`src/sv/prdc_pkg.sv`:
```
`timescale 1ns / 1ps
// Shared types and constants for the packet receive deframer and channel router.
// Used by every module of the block; depends on nothing.
package prdc_pkg;

    localparam int SLOTS_DEF = 4;

    localparam int CFG_ADDR_W = 4;
    localparam logic [7:0] LEN_OVERHEAD = 8'd3;

    typedef enum logic [1:0] {
        REG_REPLY_TYPE = 2'd0,
        REG_WRITE_TYPE = 2'd1,
        REG_EOF_TYPE   = 2'd2,
        REG_CAPACITY   = 2'd3
    } t_reg_idx;

    typedef enum logic [2:0] {
        KIND_START = 3'd0,
        KIND_DATA  = 3'd1,
        KIND_DRAIN = 3'd2,
        KIND_REG   = 3'd3,
        KIND_FULL  = 3'd4
    } t_kind;

    typedef struct packed {
        logic [7:0] reply_type;
        logic [7:0] write_type;
        logic [7:0] eof_type;
        logic [7:0] capacity;
    } t_cfg;

    typedef struct packed {
        logic alloc;
        logic free;
    } t_tbl_req;

    typedef struct packed {
        logic free_found;
        logic hit;
    } t_tbl_rsp;

    typedef struct packed {
        logic       error;
        logic       done_res;
        logic [7:0] data_byte;
        logic [7:0] content_length;
        logic [7:0] frame_type;
        logic [7:0] channel;
        logic [1:0] slot;
        t_kind      kind;
    } t_result;

endpackage

```
`src/sv/packet_rx_deframer_channel_router.sv`:
```
`timescale 1ns / 1ps
// Receive deframer and channel router: parses framed bytes, routes them by channel.
// Throughput is one word per cycle; the result register refills while it is being
// taken, and a result word left waiting on the master side stalls the input side.
// Synchronous active-low reset empties the channel table, returns the parser to waiting
// for a type byte and loads the configuration registers with their defaults.
// Depends on prdc_pkg, prdc_apb_regs, prdc_chan_table and prdc_deframer.
module packet_rx_deframer_channel_router #(
    parameter int SLOTS = prdc_pkg::SLOTS_DEF
) (
    input  logic                            i_clk,
    input  logic                            i_rst_n,
    input  logic                            i_s_tvalid,
    output logic                            o_s_tready,
    // [7:0] rx_byte, [14:8] channel_id, [15] zero
    input  logic [15:0]                     i_s_tdata,
    // [0] command
    input  logic                            i_s_tuser,
    output logic                            o_m_tvalid,
    input  logic                            i_m_tready,
    // [1:0] slot, [9:2] channel, [17:10] frame_type, [25:18] content_length,
    // [33:26] data_byte, [39:34] zero
    output logic [39:0]                     o_m_tdata,
    // [2:0] kind, [3] error
    output logic [3:0]                      o_m_tuser,
    // done_res
    output logic                            o_m_tlast,
    input  logic                            psel,
    input  logic                            penable,
    input  logic                            pwrite,
    input  logic [prdc_pkg::CFG_ADDR_W-1:0] paddr,
    input  logic [31:0]                     pwdata,
    output logic [31:0]                     prdata,
    output logic                            pready
);

    localparam int SW = (SLOTS > 1) ? $clog2(SLOTS) : 1;

    prdc_pkg::t_cfg     w_cfg;
    prdc_pkg::t_tbl_req w_req;
    prdc_pkg::t_tbl_rsp w_rsp;
    prdc_pkg::t_result  w_result;
    logic [SW-1:0]      w_alloc_slot;
    logic [SW-1:0]      w_hit_slot;
    logic [SW-1:0]      w_free_slot;
    logic               w_accept;
    logic               w_out_valid;

    assign o_s_tready = !w_out_valid || i_m_tready;
    assign w_accept   = i_s_tvalid && o_s_tready;

    assign o_m_tvalid = w_out_valid;
    assign o_m_tdata  = {6'd0, w_result.data_byte, w_result.content_length,
                         w_result.frame_type, w_result.channel, w_result.slot};
    assign o_m_tuser  = {w_result.error, w_result.kind};
    assign o_m_tlast  = w_result.done_res;

    prdc_apb_regs u_regs (
        .i_clk   (i_clk),
        .i_rst_n (i_rst_n),
        .psel    (psel),
        .penable (penable),
        .pwrite  (pwrite),
        .paddr   (paddr),
        .pwdata  (pwdata),
        .prdata  (prdata),
        .pready  (pready),
        .o_cfg   (w_cfg)
    );

    prdc_chan_table #(
        .SLOTS (SLOTS)
    ) u_table (
        .i_clk         (i_clk),
        .i_rst_n       (i_rst_n),
        .i_req         (w_req),
        .i_cid         (i_s_tdata[14:8]),
        .i_free_slot   (w_free_slot),
        .i_lookup_byte (i_s_tdata[7:0]),
        .o_rsp         (w_rsp),
        .o_alloc_slot  (w_alloc_slot),
        .o_hit_slot    (w_hit_slot)
    );

    prdc_deframer #(
        .SLOTS (SLOTS)
    ) u_deframer (
        .i_clk        (i_clk),
        .i_rst_n      (i_rst_n),
        .i_accept     (w_accept),
        .i_cmd        (i_s_tuser),
        .i_rx_byte    (i_s_tdata[7:0]),
        .i_cid        (i_s_tdata[14:8]),
        .i_cfg        (w_cfg),
        .i_rsp        (w_rsp),
        .i_alloc_slot (w_alloc_slot),
        .i_hit_slot   (w_hit_slot),
        .o_req        (w_req),
        .o_free_slot  (w_free_slot),
        .i_out_ready  (i_m_tready),
        .o_out_valid  (w_out_valid),
        .o_result     (w_result)
    );

endmodule

```
`src/sv/prdc_apb_regs.sv`:
```
`timescale 1ns / 1ps
// Configuration register file behind an APB-style port.
// Depends on prdc_pkg for the register indexes and the configuration struct.
module prdc_apb_regs (
    input  logic                            i_clk,
    input  logic                            i_rst_n,
    input  logic                            psel,
    input  logic                            penable,
    input  logic                            pwrite,
    input  logic [prdc_pkg::CFG_ADDR_W-1:0] paddr,
    input  logic [31:0]                     pwdata,
    output logic [31:0]                     prdata,
    output logic                            pready,
    output prdc_pkg::t_cfg                  o_cfg
);

    prdc_pkg::t_cfg r_cfg;
    prdc_pkg::t_reg_idx w_idx;
    logic [7:0] w_rdata;

    assign w_idx  = prdc_pkg::t_reg_idx'(paddr[3:2]);
    assign pready = 1'b1;
    assign o_cfg  = r_cfg;
    assign prdata = {24'd0, w_rdata};

    always_comb begin
        unique case (w_idx)
            prdc_pkg::REG_REPLY_TYPE: w_rdata = r_cfg.reply_type;
            prdc_pkg::REG_WRITE_TYPE: w_rdata = r_cfg.write_type;
            prdc_pkg::REG_EOF_TYPE:   w_rdata = r_cfg.eof_type;
            prdc_pkg::REG_CAPACITY:   w_rdata = r_cfg.capacity;
            default:                  w_rdata = 8'd0;
        endcase
    end

    always_ff @(posedge i_clk) begin
        if (!i_rst_n) begin
            r_cfg.reply_type <= 8'd1;
            r_cfg.write_type <= 8'd2;
            r_cfg.eof_type   <= 8'd3;
            r_cfg.capacity   <= 8'd252;
        end else if (psel && penable && pwrite && pready) begin
            unique case (w_idx)
                prdc_pkg::REG_REPLY_TYPE: r_cfg.reply_type <= pwdata[7:0];
                prdc_pkg::REG_WRITE_TYPE: r_cfg.write_type <= pwdata[7:0];
                prdc_pkg::REG_EOF_TYPE:   r_cfg.eof_type   <= pwdata[7:0];
                prdc_pkg::REG_CAPACITY:   r_cfg.capacity   <= pwdata[7:0];
                default: ;
            endcase
        end
    end

endmodule

```
`src/sv/prdc_chan_table.sv`:
```
`timescale 1ns / 1ps
// Channel table: valid bits and channel numbers, lowest-free allocation and lookup.
// Depends on prdc_pkg for the request and response structs.
module prdc_chan_table #(
    parameter int SLOTS = prdc_pkg::SLOTS_DEF
) (
    input  logic                                   i_clk,
    input  logic                                   i_rst_n,
    input  prdc_pkg::t_tbl_req                     i_req,
    input  logic [6:0]                             i_cid,
    input  logic [((SLOTS > 1) ? $clog2(SLOTS) : 1)-1:0] i_free_slot,
    input  logic [7:0]                             i_lookup_byte,
    output prdc_pkg::t_tbl_rsp                     o_rsp,
    output logic [((SLOTS > 1) ? $clog2(SLOTS) : 1)-1:0] o_alloc_slot,
    output logic [((SLOTS > 1) ? $clog2(SLOTS) : 1)-1:0] o_hit_slot
);

    localparam int SW = (SLOTS > 1) ? $clog2(SLOTS) : 1;

    logic [SLOTS-1:0] r_valid;
    logic [6:0]       r_chan [SLOTS];

    always_comb begin
        o_rsp        = '0;
        o_alloc_slot = '0;
        o_hit_slot   = '0;
        for (int i = SLOTS - 1; i >= 0; i--) begin
            if (!r_valid[i]) begin
                o_rsp.free_found = 1'b1;
                o_alloc_slot     = SW'(i);
            end
            if (r_valid[i] && !i_lookup_byte[7] && (r_chan[i] == i_lookup_byte[6:0])) begin
                o_rsp.hit  = 1'b1;
                o_hit_slot = SW'(i);
            end
        end
    end

    always_ff @(posedge i_clk) begin
        if (!i_rst_n) begin
            r_valid <= '0;
        end else begin
            if (i_req.alloc && o_rsp.free_found) begin
                r_valid[o_alloc_slot] <= 1'b1;
            end
            if (i_req.free) begin
                r_valid[i_free_slot] <= 1'b0;
            end
        end
    end

    always_ff @(posedge i_clk) begin
        if (i_req.alloc && o_rsp.free_found) begin
            r_chan[o_alloc_slot] <= i_cid;
        end
    end

endmodule

```
`src/sv/prdc_deframer.sv`:
```
`timescale 1ns / 1ps
// Frame parser state machine with the registered result stage.
// Depends on prdc_pkg; drives the channel table requests.
module prdc_deframer #(
    parameter int SLOTS = prdc_pkg::SLOTS_DEF
) (
    input  logic                                   i_clk,
    input  logic                                   i_rst_n,
    input  logic                                   i_accept,
    input  logic                                   i_cmd,
    input  logic [7:0]                             i_rx_byte,
    input  logic [6:0]                             i_cid,
    input  prdc_pkg::t_cfg                         i_cfg,
    input  prdc_pkg::t_tbl_rsp                     i_rsp,
    input  logic [((SLOTS > 1) ? $clog2(SLOTS) : 1)-1:0] i_alloc_slot,
    input  logic [((SLOTS > 1) ? $clog2(SLOTS) : 1)-1:0] i_hit_slot,
    output prdc_pkg::t_tbl_req                     o_req,
    output logic [((SLOTS > 1) ? $clog2(SLOTS) : 1)-1:0] o_free_slot,
    input  logic                                   i_out_ready,
    output logic                                   o_out_valid,
    output prdc_pkg::t_result                      o_result
);

    localparam int SW = (SLOTS > 1) ? $clog2(SLOTS) : 1;

    typedef enum logic [2:0] {
        ST_IDLE  = 3'd0,
        ST_LEN   = 3'd1,
        ST_CHAN  = 3'd2,
        ST_DATA  = 3'd3,
        ST_DRAIN = 3'd4,
        ST_SKIP  = 3'd5
    } t_state;

    t_state            r_state, n_state;
    logic [7:0]        r_bytes_left, n_bytes_left;
    logic [7:0]        r_frame_channel, n_frame_channel;
    logic [7:0]        r_frame_type, n_frame_type;
    logic [SW-1:0]     r_frame_slot, n_frame_slot;
    logic              r_out_valid;
    prdc_pkg::t_result r_result, n_result;
    logic              n_res;
    logic              w_last;

    assign o_out_valid = r_out_valid;
    assign o_result    = r_result;
    assign w_last      = (r_bytes_left == 8'd1);

    always_comb begin
        n_state         = r_state;
        n_bytes_left    = r_bytes_left;
        n_frame_channel = r_frame_channel;
        n_frame_type    = r_frame_type;
        n_frame_slot    = r_frame_slot;
        n_result        = '0;
        n_result.kind   = prdc_pkg::KIND_START;
        n_res           = 1'b0;
        o_req           = '0;
        o_free_slot     = r_frame_slot;
        if (i_accept) begin
            if (i_cmd) begin
                n_res            = 1'b1;
                n_result.channel = {1'b0, i_cid};
                if (i_rsp.free_found) begin
                    o_req.alloc   = 1'b1;
                    n_result.kind = prdc_pkg::KIND_REG;
                    n_result.slot = 2'(i_alloc_slot);
                end else begin
                    n_result.kind = prdc_pkg::KIND_FULL;
                end
            end else begin
                unique case (r_state)
                    ST_IDLE: begin
                        if ((i_rx_byte == i_cfg.reply_type) || (i_rx_byte == i_cfg.write_type)
                                || (i_rx_byte == i_cfg.eof_type)) begin
                            n_frame_type = i_rx_byte;
                            n_state      = ST_LEN;
                        end
                    end
                    ST_LEN: begin
                        n_bytes_left = (i_rx_byte < prdc_pkg::LEN_OVERHEAD) ? 8'd0
                                     : i_rx_byte - prdc_pkg::LEN_OVERHEAD;
                        n_state      = ST_CHAN;
                    end
                    ST_CHAN: begin
                        n_frame_channel = i_rx_byte;
                        if (!i_rsp.hit) begin
                            n_state = (r_bytes_left == 8'd0) ? ST_IDLE : ST_SKIP;
                        end else begin
                            n_frame_slot = i_hit_slot;
                            if (r_bytes_left <= i_cfg.capacity) begin
                                n_res                   = 1'b1;
                                n_result.kind           = prdc_pkg::KIND_START;
                                n_result.slot           = 2'(i_hit_slot);
                                n_result.channel        = i_rx_byte;
                                n_result.frame_type     = r_frame_type;
                                n_result.content_length = r_bytes_left;
                                if (r_bytes_left == 8'd0) begin
                                    n_result.done_res = 1'b1;
                                    o_req.free        = 1'b1;
                                    o_free_slot       = i_hit_slot;
                                    n_state           = ST_IDLE;
                                end else begin
                                    n_state = ST_DATA;
                                end
                            end else begin
                                n_state = ST_DRAIN;
                            end
                        end
                    end
                    ST_DATA, ST_DRAIN: begin
                        n_bytes_left        = r_bytes_left - 8'd1;
                        n_res               = 1'b1;
                        n_result.slot       = 2'(r_frame_slot);
                        n_result.channel    = r_frame_channel;
                        n_result.frame_type = r_frame_type;
                        n_result.done_res   = w_last;
                        if (r_state == ST_DATA) begin
                            n_result.kind      = prdc_pkg::KIND_DATA;
                            n_result.data_byte = i_rx_byte;
                        end else begin
                            n_result.kind  = prdc_pkg::KIND_DRAIN;
                            n_result.error = w_last;
                        end
                        if (w_last) begin
                            o_req.free = 1'b1;
                            n_state    = ST_IDLE;
                        end
                    end
                    ST_SKIP: begin
                        n_bytes_left = r_bytes_left - 8'd1;
                        if (w_last) begin
                            n_state = ST_IDLE;
                        end
                    end
                    default: begin
                        n_state = ST_IDLE;
                    end
                endcase
            end
        end
    end

    always_ff @(posedge i_clk) begin
        if (!i_rst_n) begin
            r_state         <= ST_IDLE;
            r_bytes_left    <= 8'd0;
            r_frame_channel <= 8'd0;
            r_frame_type    <= 8'd0;
            r_frame_slot    <= '0;
            r_out_valid     <= 1'b0;
        end else begin
            r_state         <= n_state;
            r_bytes_left    <= n_bytes_left;
            r_frame_channel <= n_frame_channel;
            r_frame_type    <= n_frame_type;
            r_frame_slot    <= n_frame_slot;
            if (n_res) begin
                r_out_valid <= 1'b1;
                r_result    <= n_result;
            end else if (i_out_ready) begin
                r_out_valid <= 1'b0;
            end
        end
    end

endmodule

```
`config.mk`:
```
export PLATFORM = sky130hd
export DESIGN_NAME = packet_rx_deframer_channel_router
export DESIGN_NICKNAME = d
export VERILOG_FILES = /design/src/sv/prdc_pkg.sv /design/src/sv/packet_rx_deframer_channel_router.sv /design/src/sv/prdc_apb_regs.sv /design/src/sv/prdc_chan_table.sv /design/src/sv/prdc_deframer.sv
export SDC_FILE = /design/constraint.sdc
export NUM_CORES = 1
export LEC_CHECK = 0
export BUFFER_PORTS_ARGS = -buffer_cell sky130_fd_sc_hd__buf_2
export CORE_MARGIN = 3
export CORE_UTILIZATION = 40
export DETAILED_ROUTE_END_ITERATION = 7
export PLACE_DENSITY = 0.71
export SYNTH_ARGS = -nofsm -noshare
export SYNTH_HDL_FRONTEND = slang
export SYNTH_SLANG_ARGS = --single-unit
```
`constraint.sdc`:
```
create_clock -name i_clk -period 6.1 [get_ports i_clk]
set_clock_uncertainty 0.2 [all_clocks]
set_input_delay 0.915 -clock i_clk [delete_from_list [all_inputs] [get_ports i_clk]]
set_output_delay 0.915 -clock i_clk [all_outputs]
set_load 0.02 [all_outputs]
```
==> results.ini <==
[outcome]
outcome = finished, final reports clean

[global_routing]
initial_antenna_violation_count = 1
grt_max_degree = 54
global_route_wire_length_before_repair_um = 24700
grt_pass1_vias = 4623
gr-usage-all-layers_pct = 17.6
grt_overflow = 0

[floorplan]
floorplan.die_area_um2 = 18500
start_util_pct = 41.7
floorplan.core_area_um2 = 16200
die_width_um = 136
chipHeight_um = 136
std_cell_rows = 46
ioPinCount = 140

[timing]
relSlewSlack_pct = 28.9
finalHoldViolations = 0
max_freq_mhz = 243
fin_worst_hold_slack_ps = 254
final.setup.worst_slack_ps = 1990
grt_setup_unrepaired = no
finalWorstPathRequiredPeriod_ps = 4110
tightest_slew_ps = 1060
fin_setup_tns_ps = 0
slew_viol_final = 0
setup_violations = 0
final_min_period_over_clock_period_pct = 67.4

[cells_and_area]
area_delta_synth_final_pct = 15.1
post-route-util_pct = 48.0
layout.cells.most_common = buf_2
finalInstanceArea_um2 = 7790
antenna-diode-count = 0
most-common-layout-cells = 81 x buf_2, 67 x edfxtp_1, 66 x dfxtp_1, 65 x nand2_1, 56 x nor2_1
nets = 791
final_layout_size_suffix_gt1_share_pct = 19.5

[clocking]
clk_latency_ps = 420
cts_max_level = 4
clkTransAtPathRegs_ps = 50
cts_inserted_buffers = 17
tritoncts = built
clock_tree.root_cell = clkbuf_16
cts_post_setup_buffers_inserted = 0
cts_hold_repair_buffers = 0
ctsLongestPathBuffers = 2
tritoncts_num_sinks = 133
cts-resized-gates = 0

[worst_setup_path]
cp.buffers_inverters = 3
setup.reg_to_reg.worst_slack_ps = 2420
critical_path.reg2reg.startpoint = u_regs.o_cfg[7]
worstPathRequired_ps = 6020
timing_worst_setup_path_type = in -> reg
worst_r2r_endpoint = u_deframer.o_result[17]
crit_start_category = input pin
critical_path.cell_chain = buf_2 > xnor2_1 > nand3b_1 > nor4_2 > nor4_2 > buf_4 > o31a_1 > a2111oi_4 > buf_12
critical_path_peak_fanout = 30
critical_path_cell_count = 9
crit_path_top_delay_cell = a2111oi_4
crit_family = compound AO/OA/AOI/OAI gates
crit_start = i_s_tdata[2]
worst_path_most_repeated_cell = nor4_2
slowest_delay_ps = 930
critical_path.endpoint = u_deframer.o_result[17]
r2r_cell_count = 9
endpoint_kind = flop
crit_arrival_ps = 4030

[placed_design]
place_ws_ps = 1460
place_hpwl_um = 11100
gpl.final_weighted_congestion = 0.878
postPlaceCellArea_um2 = 7250
number_of_i_o_port_buffers = 81

[pwr]
leakage_nw = 3.03
power_density_nw_per_um2 = 265
vdd_ir_drop_max_uv = 199

[logic_synthesis]
synth-warning-count = 0
async_flop_share_pct = 0
synth_cell_type_count = 67
synth_seq_cells = 133
mapped_cells = 646
seq_area_frac_synth_pct = 49.2
netlist_area_um2 = 6780
synthesis.area_per_instance_um2 = 10.5
postSynth.topFlopCell = edfxtp_1
synth-edff-count = 67

[drt]
post-route-drc-count = 0
drtPass1Iterations = 5
wire_per_inst_um = 16.7
first_iter_violations = 467
viasPerCell = 5.19
route.vias.total = 4923
antenna_left = 0
totalWireLength_um = 15900

[job]
cap_viol_max_count = 0

[worst_hold_path]
path_category_of_the_worst_min_delay_check = reg -> reg

logic make-up after synthesis:
family	count (synthesis)	synth area share [%]
buffers and inverters	86	7.07
and+or+nand+nor	214	15.5
xor gates and xnor gates	57	7.48
muxes	42	7.68
adders and majority gates	11	2.03
AOI/OAI and AO/OA	101	10.9
other	2	0.111
DFF	133	49.2
layer usage:
layer | GRT usage [%] | vias up | wire length (um)
met5 | 0 | - | 9
met4 | 6.10 | 2 | 226
met3 | 5.48 | 22 | 1330
met2 | 27.2 | 197 | 7400
met1 | 23.3 | 2307 | 6920
li1 | - | 2395 | -
how the worst min path moves through the flow:
stage,cells after the start,start,to,slack [ps]
after floorplan,2,u_deframer.r_frame_channel[7],u_deframer.r_frame_channel[7],230
after global placement,2,u_deframer.r_frame_channel[0],u_deframer.r_frame_channel[0],240
after detailed placement,2,u_deframer.r_frame_channel[3],u_deframer.r_frame_channel[3],250
after CTS,2,u_deframer.r_frame_channel[3],u_deframer.r_frame_channel[3],250
after global routing,2,u_deframer.r_frame_channel[4],u_deframer.r_frame_channel[4],270
final,2,u_deframer.r_frame_channel[3],u_deframer.r_frame_channel[3],250
per-stage QoR:
stage | std cells | power [mW]
final | 949 | 2.06
after global placement | 917 | 1.14
after global routing | 949 | 2.14
after detailed placement | 917 | 1.14
after floorplan | 675 | 1.11
after CTS | 949 | 2.08
tightest hold or removal path, delay by kind of cell (launching register included):
family,cells,cell delay (ps)
DFF,1,300
AOI/OAI and AO/OA,1,50
and+or+nand+nor,1,50
synthesized netlist by cell type (all sizes together) (3+ instances only):
cell	number	area, um^2
a2111oi	3	51.3
a211oi	3	22.5
a21o	7	52.6
a21oi	27	135
a22o	7	61.3
a22oi	4	30.0
a31oi	3	18.8
and2	16	100
and3	5	31.3
buf	52	352
clkbuf	13	48.8
dfxtp	66	1320
edfxtp	67	2010
ha	11	138
inv	21	78.8
mux2i	34	340
mux4	8	180
nand2	65	244
nand3	19	95.1
nand3b	5	37.5
nand4	12	75.1
nor2	56	210
nor3	15	80.1
nor4	10	103
o21ai	20	100
o221ai	3	26.3
o31ai	3	36.3
or4	3	22.5
xnor2	50	445
xor2	7	61.3
layout make-up:
class | instances | area, um^2
Fill cell | 1554 | 8440
Clock buffer | 23 | 468
Tap cell | 216 | 270
Timing Repair Buffer | 91 | 493
Multi-Input combinational cell | 456 | 3070
Clock inverter | 9 | 80.1
Sequential cell | 133 | 3330
Inverter | 21 | 78.8
state kept, by name, summed over array words and instances, names as in the netlist, 3 cells and up:
register,count
u_table.r_valid,4
u_regs.o_cfg,32
u_deframer.r_bytes_left,8
u_deframer.o_result,39
u_deframer.r_state,3
u_deframer.r_frame_channel,8
u_table.r_chan,28
u_deframer.r_frame_type,8
report_power, final:
part | total (mW) | switching (mW) | leakage, nW | internal [mW]
sequential | 0.957 | 0.00665 | 1.16 | 0.951
clock | 0.941 | 0.361 | 0.268 | 0.579
combinational | 0.164 | 0.111 | 1.60 | 0.0530
total | 2.06 | 0.479 | 3.03 | 1.58
Note: power is estimated with default switching activity, not from simulation.
